**config.mk**
```make
export PLATFORM = sky130hd
export DESIGN_NAME = signed_int_to_decimal_ascii
export DESIGN_NICKNAME = d
export VERILOG_FILES = /design/src/hw/rtl/sitda_pkg.sv /design/src/hw/rtl/signed_int_to_decimal_ascii.sv
export SDC_FILE = /design/constraint.sdc
export NUM_CORES = 1
export LEC_CHECK = 0
export BUFFER_PORTS_ARGS = -buffer_cell sky130_fd_sc_hd__buf_2
export CAP_MARGIN = 40
export CORE_ASPECT_RATIO = 1.75
export CORE_MARGIN = 3
export CORE_UTILIZATION = 55
export CTS_CLUSTER_SIZE = 12
export DETAILED_ROUTE_END_ITERATION = 10
export PLACE_DENSITY = 0.81
export RECOVER_POWER = 100
export SLEW_MARGIN = 15
export SYNTH_ARGS = -nofsm -noshare
export SYNTH_HDL_FRONTEND = slang
export SYNTH_SLANG_ARGS = --single-unit
```
**constraint.sdc**
```tcl
create_clock -name i_clk -period 22.4 [get_ports i_clk]
set_input_delay 1.12 -clock i_clk [delete_from_list [all_inputs] [get_ports i_clk]]
set_output_delay 1.12 -clock i_clk [all_outputs]
set_load 0.005 [all_outputs]
```
**src/hw/rtl/sitda_pkg.sv**
```systemverilog
`timescale 1ns / 1ps
// ----------------------------------------------------------------------------
// sitda_pkg
// Shared constants, types and the BCD shift-add step for the signed
// integer to decimal ASCII converter.
// ----------------------------------------------------------------------------
package sitda_pkg;

    localparam int unsigned VALUE_W        = 32;
    localparam int unsigned NUM_DIGITS     = 10;
    localparam int unsigned DIGIT_W        = 4;
    localparam int unsigned BCD_W          = NUM_DIGITS * DIGIT_W;
    localparam int unsigned DIGIT_IDX_W    = 4;
    localparam int unsigned BITS_PER_STAGE = 8;
    localparam int unsigned DAB_STAGES     = VALUE_W / BITS_PER_STAGE;

    localparam logic [7:0] ASCII_ZERO  = 8'd48;
    localparam logic [7:0] ASCII_MINUS = 8'd45;

    typedef logic [NUM_DIGITS-1:0][DIGIT_W-1:0] t_bcd;
    typedef logic [VALUE_W-1:0]                 t_mag;
    typedef logic [DIGIT_IDX_W-1:0]             t_digit_idx;

    // One double-dabble step: correct each digit, then shift in one bit.
    function automatic t_bcd dabble_step(input t_bcd bcd_in, input logic bit_in);
        t_bcd adj;
        adj = bcd_in;
        for (int d = 0; d < NUM_DIGITS; d++) begin
            if (adj[d] >= 4'd5) begin
                adj[d] = adj[d] + 4'd3;
            end
        end
        return t_bcd'({adj[NUM_DIGITS-1:0], bit_in});
    endfunction

endpackage

```
**src/hw/rtl/signed_int_to_decimal_ascii.sv**
```systemverilog
`timescale 1ns / 1ps
// ----------------------------------------------------------------------------
// signed_int_to_decimal_ascii
// Prints a signed 32-bit number as decimal ASCII text, one character per
// output beat, with the final character of each number flagged.
// ----------------------------------------------------------------------------
// A number enters on i_value and comes back as 1 to 11 output beats: a
// leading '-' for negative values, then the digits most significant first
// with no leading zeros ('0' alone for zero); o_last_char marks the final
// beat. The most negative value prints exactly as -2147483648. Conversion
// runs in a five-stage pipeline (one stage for sign and magnitude, four
// shift-add-3 stages of eight bits each) that takes a new number every
// cycle while o_ready is high; a finished number leaves the last stage
// for the serializer registers. The character serializer then sends one
// character per cycle while i_ready is high, so a number occupies the
// output for one beat per character; that serializer sets the sustained
// rate, and the pipeline fills behind it while it works.
// ----------------------------------------------------------------------------
module signed_int_to_decimal_ascii (
    input  logic               i_clk,
    input  logic               i_rst_n,
    input  logic               i_valid,
    output logic               o_ready,
    input  logic signed [31:0] i_value,
    output logic               o_valid,
    input  logic               i_ready,
    output logic [7:0]         o_ascii_char,
    output logic               o_last_char
);

    localparam int unsigned NSTG = sitda_pkg::DAB_STAGES + 1;
    localparam int unsigned BPS  = sitda_pkg::BITS_PER_STAGE;

    // Pipeline registers; stage 0 holds sign and magnitude
    logic                 r_vld [NSTG];
    logic                 r_neg [NSTG];
    sitda_pkg::t_mag      r_mag [NSTG];
    sitda_pkg::t_bcd      r_bcd [NSTG];

    logic                 s_take [NSTG+1];
    sitda_pkg::t_bcd      n_bcd  [NSTG];
    sitda_pkg::t_mag      n_mag  [NSTG];

    // Serializer registers
    logic                   r_busy;
    logic                   r_minus;
    sitda_pkg::t_digit_idx  r_idx;
    sitda_pkg::t_bcd        r_digits;

    logic                   ser_take;
    logic                   ser_last;
    sitda_pkg::t_digit_idx  n_top;

    // Stage can load when empty or when its content moves on
    always_comb begin
        s_take[NSTG] = ser_take;
        for (int k = NSTG - 1; k >= 0; k--) begin
            s_take[k] = !r_vld[k] || s_take[k+1];
        end
    end

    assign o_ready = s_take[0];

    // Shift eight magnitude bits into the BCD digits per stage
    always_comb begin
        n_bcd[0] = '0;
        n_mag[0] = '0;
        for (int k = 1; k < NSTG; k++) begin
            n_bcd[k] = r_bcd[k-1];
            n_mag[k] = r_mag[k-1];
            for (int b = 0; b < BPS; b++) begin
                n_bcd[k] = sitda_pkg::dabble_step(n_bcd[k], n_mag[k][sitda_pkg::VALUE_W-1]);
                n_mag[k] = {n_mag[k][sitda_pkg::VALUE_W-2:0], 1'b0};
            end
        end
    end

    // Advance pipeline valid bits
    always_ff @(posedge i_clk) begin
        if (!i_rst_n) begin
            for (int k = 0; k < NSTG; k++) begin
                r_vld[k] <= 1'b0;
            end
        end else begin
            if (s_take[0]) begin
                r_vld[0] <= i_valid;
            end
            for (int k = 1; k < NSTG; k++) begin
                if (s_take[k]) begin
                    r_vld[k] <= r_vld[k-1];
                end
            end
        end
    end

    // Advance pipeline payload
    always_ff @(posedge i_clk) begin
        if (s_take[0]) begin
            r_neg[0] <= i_value[sitda_pkg::VALUE_W-1];
            r_mag[0] <= i_value[sitda_pkg::VALUE_W-1] ? (32'd0 - 32'(i_value))
                                                     : 32'(i_value);
            r_bcd[0] <= n_bcd[0];
        end
        for (int k = 1; k < NSTG; k++) begin
            if (s_take[k]) begin
                r_neg[k] <= r_neg[k-1];
                r_mag[k] <= n_mag[k];
                r_bcd[k] <= n_bcd[k];
            end
        end
    end

    // Find the most significant nonzero digit of the finished number
    always_comb begin
        n_top = '0;
        for (int d = 0; d < sitda_pkg::NUM_DIGITS; d++) begin
            if (r_bcd[NSTG-1][d] != 4'd0) begin
                n_top = sitda_pkg::DIGIT_IDX_W'(d);
            end
        end
    end

    // Present the current character
    assign ser_last     = !r_minus && (r_idx == '0);
    assign ser_take     = !r_busy || (i_ready && ser_last);
    assign o_valid      = r_busy;
    assign o_last_char  = ser_last;
    assign o_ascii_char = r_minus ? sitda_pkg::ASCII_MINUS
                                  : (sitda_pkg::ASCII_ZERO + {4'd0, r_digits[r_idx]});

    // Load a new number or step to the next character
    always_ff @(posedge i_clk) begin
        if (!i_rst_n) begin
            r_busy  <= 1'b0;
            r_minus <= 1'b0;
            r_idx   <= '0;
        end else if (ser_take) begin
            r_busy  <= r_vld[NSTG-1];
            r_minus <= r_neg[NSTG-1];
            r_idx   <= n_top;
        end else if (i_ready) begin
            if (r_minus) begin
                r_minus <= 1'b0;
            end else begin
                r_idx <= r_idx - 1'b1;
            end
        end
    end

    // Hold digits for the number being sent
    always_ff @(posedge i_clk) begin
        if (ser_take) begin
            r_digits <= r_bcd[NSTG-1];
        end
    end

endmodule
```
==> key figures <==
Floorplanning
  • Core area: 0.0489 mm2
  • Die span in x: 174 um
  • Initial core utilization: 0.559
  • Top Ports: between 40 and 50
  • Rows: 107
  • Die ar.: between 0.05 and 0.06 mm2
  • Die height: roughly 300 um

Worst setup path
  • Worst r2r src: r_bcd[0][136]
  • Slowest cell on crit path: xnor2_1
  • Worst reg-to-reg path cell count: 30
  • Crit path required time: about 23000 ps
  • CP peak stage delay: 940 ps
  • Startpoint types: register
  • Reg2reg setup slack: 13590 ps
  • Critical Path AT: 9210 ps
  • Worst r2r dst: r_bcd[0][188]
  • Setup crit end kind: register
  • Critical setup path kind: reg2reg
  • Most common cell on crit path: ha_1
  • Critical path peak fanout: 16

Global route
  • GRT Overall Usage: 0.209
  • Grt total ovfl: 0
  • Vias in the first global route: 23300
  • Initial antenna violation count: 0
  • Largest net degree at the start of global routing: 45
  • First-pass GRT wire length: 98100 um

Clock network
  • CTS tree: built
  • Total CTS buffers: 26
  • Hold buffer count at cts: 0
  • CTS clk-pin slew, worst paths: ~70 ps
  • Clock Latency Late Sink: 560 ps
  • Clock Tree Buf Depth: 3
  • Post-CTS Setup Inserts: 0
  • Root Driver: clkbuf_16
  • Clock sinks: 238
  • Post_cts resized: 0
  • Htree depth: 1

Synthesis
  • Portion of netlist area occupied by mux cells: 0.0678
  • Seq cells post-synth: 238
  • Post-synth top area share: 0.255
  • Register area share after synthesis: 0.260
  • Simple-gate share of the synthesized area: 0.202
  • Synth Area in Adders: 0.0696
  • Fraction of registers with async set/reset: 0
  • Synthesized cell area: between 0.02 and 0.03 mm2
  • Main area contributors after synthesis: edfxtp_1, ha_1, a21oi_1, nor2_1, o21ai_0
  • Main combinational cell family by area after synthesis: compound AO/OA/AOI/OAI gates
  • Xor/xnor share of the synthesized area: 0.0497
  • Post-synth EDFFs: 232
  • Syn_area_per_cell: 8.27 um2
  • Synth unique cells: 140
  • Yosys Warn Count: 0
  • Post-Synthesis Cells: 3301
  • Complex-gate fraction of the synthesized area: 0.304
  • Area leader, netlist: edfxtp_1
  • Most used DFF post-synth: edfxtp_1

Routing
  • Via density: approximately 6.2
  • Residual DRC: 0
  • Total number of vias: 24500
  • Post-route ant nets: 0
  • DRT Pass-1 Iters: 6
  • DRT iter0 DRCs: 1151
  • Overall routed net length: 56600 um
  • WL per Instance: around 14 um

Worst hold path
  • WHS Path Cells: 0
  • WHS Endpoint: r_mag[0][63]
  • Worst Hold Launch: r_mag[0][23]
  • Hold/Removal Path Class: reg2reg

Timing
  • RSZ-0062 raised after global routing: false
  • Least-Margin Pin Slew: 2370 ps
  • Setup TNS: 0 ps
  • Final Max Tran Viols: 231
  • Tcrit/Tclk final: 0.393
  • Final worst slack: 13590 ps
  • Final Critical Period: 8810 ps
  • Fmax: 0.113 GHz
  • Final setup vio count: 0
  • Final hold violations: 0
  • Max_slew headroom: -0.579
  • Clk_skew: 17.2 ps

Placement
  • Port Buffers: 43
  • GP Congestion: 0.870
  • Hpwl dp: 43900 um
  • DP Worst Slack: 14800 ps

Cells and area
  • Layout Nets: 3481
  • Share of layout cells above drive strength 1: 0.0910
  • Layout Area Growth over Synthesis: 5.11%
  • Commonest non-fill, non-tap cell in the layout: nor2_1
  • Commonest non-fill, non-tap cells in the layout: nor2_1, a21oi_1, nand2_1
  • Antenna diodes: 0

Run
  • MaxCap Viol Count: 6

Run status
  • Outcome: complete, but fails checks
  • Failing checks: capacitance limit, slew limit
## synthesized netlist by cell type, types with 24 or more instances
| library cell | number |
|---|---|
| nor3_1 | 94 |
| a21o_1 | 44 |
| mux2_2 | 59 |
| or2_2 | 37 |
| o21a_1 | 46 |
| xnor2_1 | 103 |
| clkbuf_1 | 70 |
| mux2i_1 | 91 |
| o21ai_0 | 200 |
| o21ai_1 | 42 |
| inv_1 | 207 |
| o211ai_1 | 60 |
| nand3_1 | 76 |
| xor2_1 | 28 |
| and2_1 | 55 |
| o22ai_1 | 36 |
| o21bai_1 | 31 |
| o211a_1 | 27 |
| and3_1 | 34 |
| nor4_1 | 24 |
| nor2_1 | 277 |
| a211oi_1 | 61 |
| ha_1 | 147 |
| a21oi_1 | 259 |
| nand2b_1 | 65 |
| nand2_1 | 245 |
| edfxtp_1 | 232 |
| nor2b_1 | 46 |
| a31oi_1 | 44 |
| or3_1 | 33 |
## worst max-delay path by stage
stage / start / end / slack [ps] / cells after the start
2_1_floorplan: r_bcd[0][136] / r_bcd[0][189] / 15350 / 33
3_3_place_gp: r_bcd[0][136] / r_bcd[0][186] / 14950 / 33
3_5_place_dp: r_bcd[0][148] / r_bcd[0][189] / 14800 / 34
4_1_cts: r_bcd[0][148] / r_bcd[0][189] / 14780 / 34
5_1_grt: r_bcd[0][137] / r_bcd[0][188] / 12710 / 29
6_report: r_bcd[0][136] / r_bcd[0][188] / 13590 / 30
## per-stage QoR
step | hold WS (ps) | area (um2) | instances | utilization
4_1_cts | 411 | 28800 | 3969 | 0.590
5_1_grt | 417 | 28700 | 3971 | 0.587
3_5_place_dp | 406 | 28000 | 3922 | 0.574
6_report | 409 | 28700 | 3971 | 0.587
2_1_floorplan | 400 | 27300 | 3302 | -
3_3_place_gp | 401 | 28000 | 3916 | 0.573
## registers in the layout (all words and copies together) (netlist names)
| signal | cells |
|---|---|
| r_neg | 5 |
| r_bcd | 102 |
| r_digits | 40 |
| r_mag | 80 |
| r_idx | 4 |
| o_valid | 1 |
| r_vld | 5 |
| r_minus | 1 |
## layout make-up
type / count / area [um2]
repair buffers: 62 / 304
multi-input cells: 2745 / 18800
flip-flops and latches: 238 / 7090
fillers: 4336 / 20200
inverters: 225 / 845
clock buffers: 38 / 706
clock inverters: 9 / 88.8
well taps: 654 / 818
## critical path: cells and delay by family, from the launching register on
kind	cells	cell delay [ps]
compound gates	13	3780
xor+xnor	1	940
fa+ha+maj	4	1080
buf+inv	4	730
flops	1	470
simple gates	8	1630
## per-layer routing
metal,share of wire,track usage,routed length [um]
met4,0.029,0.0761,1640
met1,0.38,0.208,21500
met2,0.57,0.438,32200
met5,0,0,0
met3,0.024,0.0188,1360
## cells by family after synthesis
group                      after synthesis
DFF                                    238
other                                    2
muxes                                  164
and+or+nand+nor                       1098
xor gates and xnor gates               143
adders and majority gates              153
AOI/OAI and AO/OA                     1184
buffers and inverters                  319
Power is left out: the tool's default activity adds up to more than one toggle a clock period on the data nets, which glitch-free logic cannot reach.
